File: src/hdl/r332d_pkg.sv
// Package for the RGBA to RGB332 dither unit: config codes, thresholds, quantiser functions.
package r332d_pkg;

    localparam int unsigned PIX_W     = 8;
    localparam int unsigned WIDTH_W   = 13;
    localparam int unsigned COL_W     = 12;
    localparam int unsigned CFG_IDX_W = 8;
    localparam int unsigned MAX_WIDTH = 4096;

    localparam logic [WIDTH_W-1:0] MAX_WIDTH_VAL   = WIDTH_W'(MAX_WIDTH);
    localparam logic [WIDTH_W-1:0] WIDTH_RESET_VAL = WIDTH_W'(256);
    localparam logic [PIX_W-1:0]   ALPHA_OPAQUE    = 8'hFF;

    // Configuration register indexes
    localparam logic [CFG_IDX_W-1:0] REG_DITHER_ENABLE    = 8'd0;
    localparam logic [CFG_IDX_W-1:0] REG_IMAGE_WIDTH      = 8'd1;
    localparam logic [CFG_IDX_W-1:0] REG_TRANSPARENT_CODE = 8'd2;

    // Level k reached when v >= threshold[k-1].
    // Rounding thresholds also match the ceiled-then-halved dither path.
    localparam logic [PIX_W-1:0] RG_ROUND_THR [7] = '{8'd19, 8'd55, 8'd92, 8'd128,
                                                      8'd164, 8'd201, 8'd237};
    localparam logic [PIX_W-1:0] RG_FLOOR_THR [7] = '{8'd37, 8'd73, 8'd110, 8'd146,
                                                      8'd183, 8'd219, 8'd255};
    localparam logic [PIX_W-1:0] B_FLOOR_THR  [3] = '{8'd85, 8'd170, 8'd255};
    localparam logic [PIX_W-1:0] B_CEIL_THR   [3] = '{8'd43, 8'd128, 8'd213};

    typedef struct packed {
        logic             dither_enable;
        logic             round_up;
        logic [PIX_W-1:0] transparent_code;
    } quant_ctrl_t;

    function automatic logic [2:0] rg_level(input logic [PIX_W-1:0] v, input logic use_round);
        logic [2:0] lvl;
        lvl = 3'd0;
        for (int k = 0; k < 7; k++) begin
            if (v >= (use_round ? RG_ROUND_THR[k] : RG_FLOOR_THR[k])) begin
                lvl = lvl + 3'd1;
            end
        end
        return lvl;
    endfunction

    function automatic logic [1:0] b_level(input logic [PIX_W-1:0] v, input logic use_ceil);
        logic [1:0] lvl;
        lvl = 2'd0;
        for (int k = 0; k < 3; k++) begin
            if (v >= (use_ceil ? B_CEIL_THR[k] : B_FLOOR_THR[k])) begin
                lvl = lvl + 2'd1;
            end
        end
        return lvl;
    endfunction

endpackage

File: src/hdl/r332d_quant.sv
// Per-pixel quantiser: RGBA to 3-3-2 palette byte, plain or checkerboard dithered.
module r332d_quant
    import r332d_pkg::*;
(
    input  logic [PIX_W-1:0] red,
    input  logic [PIX_W-1:0] green,
    input  logic [PIX_W-1:0] blue,
    input  logic [PIX_W-1:0] alpha,
    input  quant_ctrl_t      ctrl,
    output logic [PIX_W-1:0] palette_byte
);

    logic use_round;
    logic b_ceil;

    // for red and green, plain rounding and the ceil phase of the dither share thresholds
    assign use_round = !ctrl.dither_enable || ctrl.round_up;
    assign b_ceil    = ctrl.dither_enable && ctrl.round_up;

    always_comb begin
        if (alpha != ALPHA_OPAQUE) begin
            palette_byte = ctrl.transparent_code;
        end else begin
            palette_byte = {rg_level(red, use_round), rg_level(green, use_round),
                            b_level(blue, b_ceil)};
        end
    end

endmodule

File: src/hdl/rgba_to_rgb332_dither_unit.sv
// Top level: RGBA pixel stream to RGB332 palette bytes with position tracking and config.
//
//  Channel  Dir  Handshake              Payload
//  s_       in   s_valid / s_ready      s_red, s_green, s_blue, s_alpha
//  m_       out  m_valid / m_ready      m_palette_byte
//  cfg_     in   cfg_valid / cfg_ready  cfg_index, cfg_data
//
// One pixel per cycle unless m_ready stalls the output; a result appears in the cycle after its beat is accepted.
// The quantiser sits between the input handshake and the output register.
// s_ready is high while the output register is empty or being drained this cycle.
// cfg_ready is always high. Reset restores config defaults and clears the position.
module rgba_to_rgb332_dither_unit
    import r332d_pkg::*;
(
    input  logic                 aclk,
    input  logic                 aresetn,
    input  logic                 s_valid,
    output logic                 s_ready,
    input  logic [PIX_W-1:0]     s_red,
    input  logic [PIX_W-1:0]     s_green,
    input  logic [PIX_W-1:0]     s_blue,
    input  logic [PIX_W-1:0]     s_alpha,
    output logic                 m_valid,
    input  logic                 m_ready,
    output logic [PIX_W-1:0]     m_palette_byte,
    input  logic                 cfg_valid,
    output logic                 cfg_ready,
    input  logic [CFG_IDX_W-1:0] cfg_index,
    input  logic [WIDTH_W-1:0]   cfg_data
);

    logic               dither_enable_reg;
    logic [WIDTH_W-1:0] image_width_reg;
    logic [PIX_W-1:0]   transparent_code_reg;
    logic [COL_W-1:0]   column_count_reg;
    logic [COL_W-1:0]   column_count_next;
    logic               row_parity_reg;
    logic               row_parity_next;
    logic               out_valid_reg;
    logic [PIX_W-1:0]   out_byte_reg;

    logic               s_beat;
    logic               cfg_beat;
    logic [WIDTH_W-1:0] width_eff;
    logic [WIDTH_W-1:0] col_plus_one;
    quant_ctrl_t        qctrl;
    logic [PIX_W-1:0]   q_byte;

    assign s_ready   = !out_valid_reg || m_ready;
    assign s_beat    = s_valid && s_ready;
    assign cfg_ready = 1'b1;
    assign cfg_beat  = cfg_valid;

    assign m_valid        = out_valid_reg;
    assign m_palette_byte = out_byte_reg;

    // config writes
    always_ff @(posedge aclk) begin
        if (!aresetn) begin
            dither_enable_reg    <= 1'b0;
            image_width_reg      <= WIDTH_RESET_VAL;
            transparent_code_reg <= '0;
        end else if (cfg_beat) begin
            unique case (cfg_index)
                REG_DITHER_ENABLE:    dither_enable_reg    <= cfg_data[0];
                REG_IMAGE_WIDTH:      image_width_reg      <= cfg_data;
                REG_TRANSPARENT_CODE: transparent_code_reg <= cfg_data[PIX_W-1:0];
                default: ;
            endcase
        end
    end

    // width of 0 acts as 1, above the maximum acts as the maximum
    always_comb begin
        if (image_width_reg == '0) begin
            width_eff = WIDTH_W'(1);
        end else if (image_width_reg > MAX_WIDTH_VAL) begin
            width_eff = MAX_WIDTH_VAL;
        end else begin
            width_eff = image_width_reg;
        end
    end

    assign col_plus_one = {1'b0, column_count_reg} + WIDTH_W'(1);

    always_comb begin
        if (col_plus_one >= width_eff) begin
            column_count_next = '0;
            row_parity_next   = !row_parity_reg;
        end else begin
            column_count_next = col_plus_one[COL_W-1:0];
            row_parity_next   = row_parity_reg;
        end
    end

    always_ff @(posedge aclk) begin
        if (!aresetn) begin
            column_count_reg <= '0;
            row_parity_reg   <= 1'b0;
        end else if (s_beat) begin
            column_count_reg <= column_count_next;
            row_parity_reg   <= row_parity_next;
        end
    end

    assign qctrl.dither_enable    = dither_enable_reg;
    assign qctrl.round_up         = row_parity_reg ^ column_count_reg[0];
    assign qctrl.transparent_code = transparent_code_reg;

    r332d_quant u_quant (
        .red          (s_red),
        .green        (s_green),
        .blue         (s_blue),
        .alpha        (s_alpha),
        .ctrl         (qctrl),
        .palette_byte (q_byte)
    );

    always_ff @(posedge aclk) begin
        if (!aresetn) begin
            out_valid_reg <= 1'b0;
        end else if (s_ready) begin
            out_valid_reg <= s_valid;
        end
    end

    always_ff @(posedge aclk) begin
        if (s_beat) begin
            out_byte_reg <= q_byte;
        end
    end

endmodule

File: config.mk
export PLATFORM = sky130hd
export DESIGN_NAME = rgba_to_rgb332_dither_unit
export DESIGN_NICKNAME = d
export VERILOG_FILES = /design/src/hdl/r332d_pkg.sv /design/src/hdl/r332d_quant.sv /design/src/hdl/rgba_to_rgb332_dither_unit.sv
export SDC_FILE = /design/constraint.sdc
export NUM_CORES = 1
export LEC_CHECK = 0
export BUFFER_PORTS_ARGS = -buffer_cell sky130_fd_sc_hd__clkbuf_2
export CORE_MARGIN = 2
export CORE_UTILIZATION = 58
export DETAILED_ROUTE_END_ITERATION = 10
export PLACE_DENSITY = 0.91
export SYNTH_ARGS = -nofsm -noshare
export SYNTH_HDL_FRONTEND = slang
export SYNTH_HIERARCHICAL = 1
export SYNTH_SLANG_ARGS = --single-unit
File: constraint.sdc
create_clock -name aclk -period 6.2 [get_ports aclk]
set_input_delay 0 -clock aclk [delete_from_list [all_inputs] [get_ports aclk]]
set_output_delay 0 -clock aclk [all_outputs]
set_load 0.01 [all_outputs]
==> reports/metrics.yaml, run 1 <==
power_and_ir_drop:
  clkPwrFrac_pct: 30.3
  p_int_w: 0.0005051
  seqPwrFrac_pct: 42.7
  peakVddDrop_uv: 121.3
  p_switching_w: 0.0001946
  p_leak_nw: 2.113
  p_comb_share_pct: 27.1
  p_per_area_nw_per_um2: 151.9
  switching_share_pct: 27.81
floorplan:
  die_w_um: 87.51
  core_um2: 6756
  ios: 69
  start_util_pct: 59.87
  dieArea_um2: 7658
  rows: 30
  fp.dieH_um: 87.51
sta:
  hold_violations: 0
  fin_crit_ns: 5.703
  report.final.slew_viol_count: 0
  max_slew_margin_pct: 51.24
  finClkSkew_ns: 0.002964
  fin_crit_sh_pct: 91.99
  setup_violations: 0
  worst_slew_pin_slew_ns: 0.7314
  totalNegativeSetupSlack_ns: 0
  clock.fmax_ghz: 0.1753
  rsz0062_at_grt: "false"
synthesis:
  synth_area_leaders: "dfxtp_1 (18%), ha_1 (15%), mux2i_1 (5.9%), edfxtp_1 (5.9%), nand2_1 (5.0%)"
  synth_top_area_cell: "dfxtp_1"
  synthesis.area_um2: 4045
  avgSynthCellArea_um2: 8.662
  yosys_warnings: 6
  syn-num-nets: 574
  yosysSeqAreaShare_pct: 23.76
  async_reset_ff_share_pct: 0
  yosys_most_used_dff: "dfxtp_1"
  yosysUniqueCellTypes: 77
  synth_edf_count: 8
  synth_top_area_share_pct: 17.82
  synth_cells: 467
  yosys_register_bits: 44
clocking:
  root_buffer: "clkbuf_8"
  path_clk_slew_ns: 0.08
  numCtsBuffers: 5
  cts_tree: "built"
  clkLatencyLatePin_ns: 0.30
  htreeDepth: 2
  cts_buffer_depth: 2
  cts.sinks: 44
critical_path:
  cpMostUsedCell: "ha_1"
  reg2reg_setup_slack_ns: 0.50
  slowest_delay_ns: 0.50
  ff2ff_path_depth: 23
  cp.arrival_ns: 5.75
  worstSetupStartpoint: "column_count_reg[0]"
  cp-endpoint: "m_palette_byte[7]"
  endpoint_kind: "flip-flop"
  cp_slowest_cell: "dfxtp_1"
  startpoint_type: "flip-flop"
  worstPathCellList: "xor2_2, nand2b_4, ha_1, nand2b_1, a21o_1, a21boi_0, o21a_1, o21bai_1, a22oi_1, nor2_1, ha_1, xor2_1, ha_1, xnor2_1, o21a_1, ha_1, mux2_2, ha_1, nand2_1, xor2_1, xnor3_1, xnor2_1, o21ai_1"
  r2r-end: "m_palette_byte[7]"
  path_max_fanout: 15
  worstSetupPathType: "reg2reg"
  r2r_start: "column_count_reg[0]"
  worst_ep_required_time_ns: 6.25
placed_design:
  place_area_um2: 4392
  routabilityCongestion: 0.9270
  portBuffers: 67
  hpwl_um: 7205
route:
  wl_per_cell_um: 14.92
  first_iter_violations: 102
  ant_nets: 0
  vias_per_cell: 5.922
  drc_errors: 0
  drt-total-wl_um: 9237
  vias: 3666
  drtPass1Iterations: 5
finish:
  drive_gt1_share_pct: 18.55
  largest_register_ffs: 13
  n_fill_cell: 553
  area_growth_pct: 13.89
  nets: 645
  final_common_cell: "clkbuf_2"
  num_antenna_cells: 0
  layout_common_cells: "clkbuf_2 (67), nand2_1 (54), ha_1 (49), dfxtp_1 (36), nor2b_1 (27)"
  stdcell_area_um2: 4607
hold_path:
  min_from: "cfg_data[4]"
  hold_path.class: "in2reg"
status:
  status: "finished, final reports clean"
global_routing:
  grt_pass1_wl_um: 15550
  grt_pass1_vias: 3521
  antenna_found_initial: 0
  grt.overflow.total: 0
  grt_max_degree: 27
  grt_use_total_pct: 25.34
job:
  max-cap-violations: 0
==> cells in the mapped netlist, drive strengths merged, types with 4 or more instances <==
master and n:
xnor2 11, nand2 55, nor2b 27, a21oi 20, nand4 8, or2 6, nand3 15, buf 8
nand2b 10, ha 49, o21ai 26, a31oi 7, dfxtp 36, a22o 7, o21a 10, o21bai 4
inv 19, nor3 12, a21boi 4, clkbuf 5, nor4 5, nor2 27, and2 4, o221ai 4
mux2i 24, edfxtp 8, xor2 9
==> how the worst min path moves through the flow <==
stage,end,slack [ns],cells after the start
3_3_place_gp,image_width_reg[8],0.22,3
3_5_place_dp,image_width_reg[8],0.22,3
5_1_grt,transparent_code_reg[2],0.01,3
6_report,image_width_reg[4],0.003,3
2_1_floorplan,image_width_reg[8],0.13,2
4_1_cts,image_width_reg[4],0.008,3
==> layout make-up <==
class                   instances  area [um2]  share of cell area (%)
repair buffers                 77       435.4                   9.451
flip-flops and latches         44       960.9                   20.86
clock inverters                 2       35.03                  0.7605
inverters                      19       71.32                   1.548
multi-input cells             391        2932                   63.63
well taps                      80       100.1                   2.173
clock buffers                   6       72.57                   1.575
==> critical path: cells and delay by family, from the launching register on <==
| kind | cells | cell delay, ns |
|---|---|---|
| adders and majority gates | 5 | 1.51 |
| AOI/OAI and AO/OA | 7 | 1.09 |
| DFF | 1 | 0.50 |
| muxes | 1 | 0.28 |
| and+or+nand+nor | 4 | 0.62 |
| xor gates and xnor gates | 6 | 1.46 |
==> power by group through the flow <==
stage | combinational [W] | clock [W] | sequential, W
6_report | 0.000189 | 0.000212 | 0.000298
5_1_grt | 0.000211 | 0.000228 | 0.000299
4_1_cts | 0.000189 | 0.000215 | 0.000298
3_5_place_dp | 0.000183 | 0 | 0.000305
3_3_place_gp | 0.000175 | 0 | 0.000305
2_1_floorplan | 0.000128 | 0 | 0.000305
==> metrics by stage <==
stage	setup slack (ns)	util, %	power (W)	cells	hold WS, ns
2_1_floorplan	1.010	-	0.0004337	467	0.1251
3_3_place_gp	0.7019	65.00	0.0004795	601	0.2153
3_5_place_dp	0.4215	65.00	0.0004875	601	0.2237
4_1_cts	0.3867	68.07	0.0007018	619	0.007702
5_1_grt	0.1328	68.19	0.0007378	619	0.01293
6_report	0.4969	68.19	0.0006997	619	0.003133
==> layer usage <==
metal	GRT usage (%)	vias up	routed length (um)
met3	3.412	17	393
li1	-	1841	-
met5	0	-	0
met1	31.30	1701	4071
met4	8.252	0	193
met2	45.39	107	4579
==> kinds of logic (layout without fill, tap and decap cells) <==
group / Yosys count / count (layout) / share of synthesized area, %
AO/OA/AOI/OAI: 103 / 103 / 18.87
XOR/XNOR: 24 / 24 / 6.991
adder cells (fa/ha/maj): 49 / 49 / 15.16
buffers and inverters: 32 / 104 / 3.959
flip-flops: 44 / 44 / 23.75
multiplexers: 25 / 25 / 6.217
other: 1 / 1 / 0.09270
AND/OR/NAND/NOR: 189 / 189 / 24.96
==> timing repair <==
item,4_1_cts,5_1_grt
endpoints found under the hold margin,13,0
setup buffers,0,0
hold buffers,10,0
resized for setup,0,1
setup endpoints to repair,0,1
Power figures use the tool's default switching activity.
==> run 2: changes to the inputs <==
Settings changed: CTS_BUF_LIST from default to sky130_fd_sc_hd__clkbuf_8 sky130_fd_sc_hd__clkbuf_16, PLACE_DENSITY 0.91 to 0.81.
==> run 2 against run 1 <==
  * The flow now finishes with violations (negative hold slack)
  * Combinational power hardly changed
  * Global-route usage shrank 0.77 points
  * Non-clock buffer count fell by 1
  * Maximum frequency increased by 2.0%
  * Critical endpoint unchanged
  * Design area down 0.22%
  * Final cell count is 0.16% lower
  * Sequential share of layout area barely moved
  * Flip-flop and latch count is the same
  * Setup slack gained 0.11 ns
==> reports/metrics.yaml, run 2 (synthesized netlist as in run 1, its figures left out) <==
route:
  wl_met1_um: 4014
  dr.max_layer_used: "met4"
  wl_met3_um: 387
  wl_per_cell_um: 14.72
  drt-total-wl_um: 9097
  first_iter_violations: 128
  vias_per_cell: 5.874
  drtPass1Iterations: 4
  drc_errors: 0
  dr_wl_met2_um: 4593
  ant_nets: 0
  vias: 3630
finish:
  area_growth_pct: 13.64
  drive_gt1_share_pct: 18.59
  final_util_pct: 68.04
  largest_register_ffs: 13
  layout_common_cells: "clkbuf_2 (67), nand2_1 (54), ha_1 (49), dfxtp_1 (36), nor2b_1 (27)"
  num_antenna_cells: 0
  final_common_cell: "clkbuf_2"
  stdcell_area_um2: 4597
  nets: 644
sta:
  setup_violations: 0
  clock.fmax_ghz: 0.1788
  rsz0062_at_grt: "false"
  max_slew_margin_pct: 51.89
  finClkSkew_ns: 0.004579
  hold_violations: 2
  totalNegativeSetupSlack_ns: 0
  worst_hold_slack_ns: -0.002596
  report.final.slew_viol_count: 0
  fin_crit_ns: 5.592
  worst_slew_pin_slew_ns: 0.7216
  fin_crit_sh_pct: 90.19
hold_path:
  hold_path.class: "in2reg"
placed_design:
  hpwl_um: 7121
  portBuffers: 67
  routabilityCongestion: 0.8747
  place_area_um2: 4392
clocking:
  post_cts_buffers: 0
  cts_tree: "built"
  htreeDepth: 2
  numCtsBuffers: 5
  path_clk_slew_ns: 0.08
  cts.sinks: 44
  root_buffer: "clkbuf_8"
  cts_buffer_depth: 2
  clkLatencyLatePin_ns: 0.29
status:
  violations: "negative hold slack"
  status: "finished, violations left"
critical_path:
  endpoint_kind: "flip-flop"
  path_max_fanout: 15
  worst_ep_required_time_ns: 6.25
  worstSetupPathType: "reg2reg"
  cp.arrival_ns: 5.64
  startpoint_type: "flip-flop"
global_routing:
  grt_max_degree: 27
  antenna_found_initial: 0
  grt_pass1_vias: 3420
  grt_use_total_pct: 24.57
  grt.overflow.total: 0
  grt_pass1_wl_um: 15200
floorplan:
  die_w_um: 87.51
  ios: 69
  core_um2: 6756
  rows: 30
  dieArea_um2: 7658
  start_util_pct: 59.87
  fp.dieH_um: 87.51
power_and_ir_drop:
  p_leak_nw: 2.113
  peakVddDrop_uv: 237.7
  p_per_area_nw_per_um2: 151.8
job:
  max-cap-violations: 0
==> run 2: cell count changes in the layout (fill, tap and decap cells not counted), sizes merged <==
cell	change
clkbuf	-1
dlygate4sd3	-1
inv	+1
==> run 2: timing repair <==
| item | in CTS | in global routing |
|---|---|---|
| hold endpoints to repair | 13 | 0 |
| resized for setup | 0 | 1 |
| endpoints found under the setup margin | 0 | 1 |
| hold buffers | 9 | 0 |
==> run 2: critical path, cell delays in order (launching register included) <==
cell and delay, ns:
dfxtp_1 0.49, xor2_2 0.33, nand2b_4 0.30, ha_1 0.32, nand2b_1 0.18, a21o_1 0.18
a21boi_0 0.18, o21a_1 0.16, o21bai_1 0.06, a22oi_1 0.19, nor2_1 0.07, ha_1 0.39
xor2_1 0.24, ha_1 0.29, xnor2_1 0.15, o21a_1 0.19, ha_1 0.30, mux2_2 0.27
ha_1 0.20, nand2_1 0.07, xor2_1 0.14, xnor3_1 0.41, xnor2_1 0.15, o21ai_1 0.07
==> run 2: cell type report <==
type / count / area [um2]
Fill cell: 563 / 2160
Sequential cell: 44 / 960.9
Clock inverter: 3 / 38.79
Tap cell: 80 / 100.1
Clock buffer: 5 / 68.82
Timing Repair Buffer: 76 / 425.4
Multi-Input combinational cell: 391 / 2932
Inverter: 19 / 71.32
==> run 2: final timing paths <==
path | start | end | slack [ns] | cells after the start
worst min register to register | transparent_code_reg[2] | transparent_code_reg[2] | 0.52 | 2
worst max register to register | column_count_reg[0] | m_palette_byte[7] | 0.61 | 23
worst min-delay path | cfg_data[6] | image_width_reg[6] | -0.003 | 3
worst max-delay path | column_count_reg[0] | m_palette_byte[7] | 0.61 | 23
==> run 2: per-stage QoR <==
| stage | total power (W) | worst slack (ns) | instances |
|---|---|---|---|
| after floorplan | 0.0004337 | 1.010 | 467 |
| after CTS | 0.0007006 | 0.4921 | 618 |
| after global routing | 0.0007349 | 0.1924 | 618 |
| after global placement | 0.0004794 | 0.6984 | 601 |
| after detailed placement | 0.0004856 | 0.5120 | 601 |
| final | 0.0006978 | 0.6079 | 618 |
==> run 2: where the power goes <==
part	leakage (nW)	internal (W)	switching (W)	total [W]
Combinational	1.68	0.0000902	0.0000981	0.000188
Sequential	0.372	0.000295	0.00000354	0.000298
Clock	0.0593	0.000118	0.0000934	0.000211
==> run 2: routing by layer <==
| layer | GRT usage [%] | up-vias |
|---|---|---|
| li1 | - | 1836 |
| met1 | 30.89 | 1695 |
| met2 | 44.49 | 89 |
| met3 | 2.844 | 10 |
| met4 | 6.294 | 0 |
| met5 | 0 | - |
==> run 3: changes to the inputs <==
Clock period 6.2 ns to 5.3 ns, I/O delays scaled along.
==> run 3 against run 2 <==
  * The flow still finishes with violations (negative hold slack)
  * Design area up 1.4%
  * Sequential share of layout area down 0.29 points
  * Hold slack lost 0.0072 ns
  * Core utilization increased by 0.94 points
  * Die area did not move
  * Setup slack worse by 0.36 ns
  * Critical path depth is the same
  * Non-clock buffer count rose by 3
  * Flip-flop and latch count unchanged
  * Maximum frequency grew 11%
  * Largest cell class unchanged
==> reports/metrics.yaml, run 3 (synthesized netlist as in run 1, its figures left out) <==
sta:
  report.final.slew_viol_count: 0
  fin_crit_sh_pct: 95.29
  setup_violations: 0
  worst_slew_pin_slew_ns: 0.7274
  clock.fmax_ghz: 0.1980
  hold_violations: 2
  fin_crit_ns: 5.051
  max_slew_margin_pct: 51.51
  worst_hold_slack_ns: -0.009833
  finClkSkew_ns: 0.003656
  setup_ws_ns: 0.2495
  totalNegativeSetupSlack_ns: 0
finish:
  n_fill_cell: 537
  num_antenna_cells: 0
  largest_register_ffs: 13
  nets: 647
  stdcell_area_um2: 4661
  final_common_cell: "clkbuf_2"
  final_util_pct: 68.98
  seq_area_um2: 960.9
  layout_common_cells: "clkbuf_2 (67), nand2_1 (54), ha_1 (47), dfxtp_1 (36), nor2b_1 (27)"
  drive_gt1_share_pct: 20.37
  multiInputGateArea_um2: 3005
  area_growth_pct: 15.22
floorplan:
  start_util_pct: 59.87
  rows: 30
  core_um2: 6756
  die_w_um: 87.51
  dieArea_um2: 7658
  ios: 69
  fp.dieH_um: 87.51
status:
  violations: "negative hold slack"
  status: "finished, violations left"
clocking:
  cts_tree: "built"
  post_cts_buffers: 0
  clkLatencyLatePin_ns: 0.29
  cts_buffer_depth: 2
  path_clk_slew_ns: 0.07
  numCtsBuffers: 5
  htreeDepth: 2
  cts.sinks: 44
  root_buffer: "clkbuf_8"
route:
  first_iter_violations: 213
  ant_nets: 0
  drt-total-wl_um: 9231
  vias: 3629
  drtPass1Iterations: 4
  drc_errors: 0
  wl_per_cell_um: 14.89
  vias_per_cell: 5.853
placed_design:
  routabilityCongestion: 0.9163
  dp_slack_ns: 0.1663
  hpwl_um: 7066
  portBuffers: 67
  place_area_um2: 4422
critical_path:
  cp.arrival_ns: 5.10
  endpoint_kind: "flip-flop"
  path_max_fanout: 6
  ff2ff_path_depth: 23
  r2r-end: "m_palette_byte[7]"
  startpoint_type: "flip-flop"
  reg2reg_setup_slack_ns: 0.25
  r2r_start: "column_count_reg[0]"
  worstSetupPathType: "reg2reg"
  worst_ep_required_time_ns: 5.35
power_and_ir_drop:
  fin_total_pwr_w: 0.0007756
  p_leak_nw: 2.122
  p_per_area_nw_per_um2: 166.4
  peakVddDrop_uv: 164.8
hold_path:
  min_from: "cfg_data[2]"
  min_to: "transparent_code_reg[2]"
  whs_path_depth: 3
  hold_path.class: "in2reg"
global_routing:
  grt.overflow.total: 0
  grt_pass1_vias: 3471
  grt_max_degree: 27
  antenna_found_initial: 0
  grt_use_total_pct: 24.64
  grt_pass1_wl_um: 15350
job:
  max-cap-violations: 0
[run 3: layout make-up]
class	instances	share of cell area, %
clock inverter	2	0.1879
inverter	19	1.530
sequential	44	20.62
clock buffer	5	1.477
timing repair buffer	79	9.557
tap	80	2.148
multi-input combinational	391	64.48
[run 3: worst max-delay path, cell delays in order, from the launching register on]
cell and delay (ns):
dfxtp_1 0.34, xor2_2 0.19, nand2b_4 0.15, ha_1 0.34
nand2b_1 0.18, a21o_1 0.18, a21boi_0 0.17, o21a_1 0.15
o21bai_1 0.06, a22oi_1 0.21, nor2_1 0.10, ha_4 0.32
xor2_2 0.21, ha_4 0.24, xnor2_2 0.14, o21a_1 0.19
ha_1 0.31, mux2_2 0.27, ha_1 0.19, nand2_1 0.07
xor2_1 0.14, xnor3_1 0.42, xnor2_1 0.16, o21ai_1 0.07
[run 3: power breakdown]
group / total (W) / internal (W) / switching, W / leakage (nW)
Sequential: 0.000348 / 0.000345 / 0.00000328 / 0.372
Clock: 0.000193 / 0.0000876 / 0.000105 / 0.0452
Combinational: 0.000235 / 0.000113 / 0.000122 / 1.71
Total: 0.000776 / 0.000545 / 0.000230 / 2.12
[run 3: how the worst max path moves through the flow]
| stage | from | end | slack, ns | cells past startpoint |
|---|---|---|---|---|
| 2_1_floorplan | column_count_reg[0] | m_palette_byte[7] | 0.11 | 23 |
| 3_3_place_gp | row_parity_reg | m_palette_byte[7] | 0.33 | 23 |
| 3_5_place_dp | row_parity_reg | m_palette_byte[7] | 0.17 | 23 |
| 4_1_cts | row_parity_reg | m_palette_byte[7] | 0.15 | 23 |
| 5_1_grt | row_parity_reg | m_palette_byte[4] | -0.003 | 25 |
| 6_report | column_count_reg[0] | m_palette_byte[7] | 0.25 | 23 |
[run 3: per-stage QoR]
stage          hold WS, ns  cells
6_report         -0.009833    620
5_1_grt            0.02205    620
4_1_cts           0.001132    620
3_5_place_dp        0.2243    605
3_3_place_gp        0.2165    605
2_1_floorplan       0.1251    467
[run 3: what timing repair did]
action                                 4_1_cts  5_1_grt
hold buffers                                 8        0
endpoints found under the hold margin        8        0
setup endpoints to repair                    0        3
resized for setup                            0       12
[run 3: metal layers]
metal	up-vias	part of all wire, %	GRT usage [%]
met5	-	0	0
li1	1842	-	-
met1	1680	46	32.48
met3	7	4.3	3.128
met4	0	0.80	4.476
met2	100	49	43.60
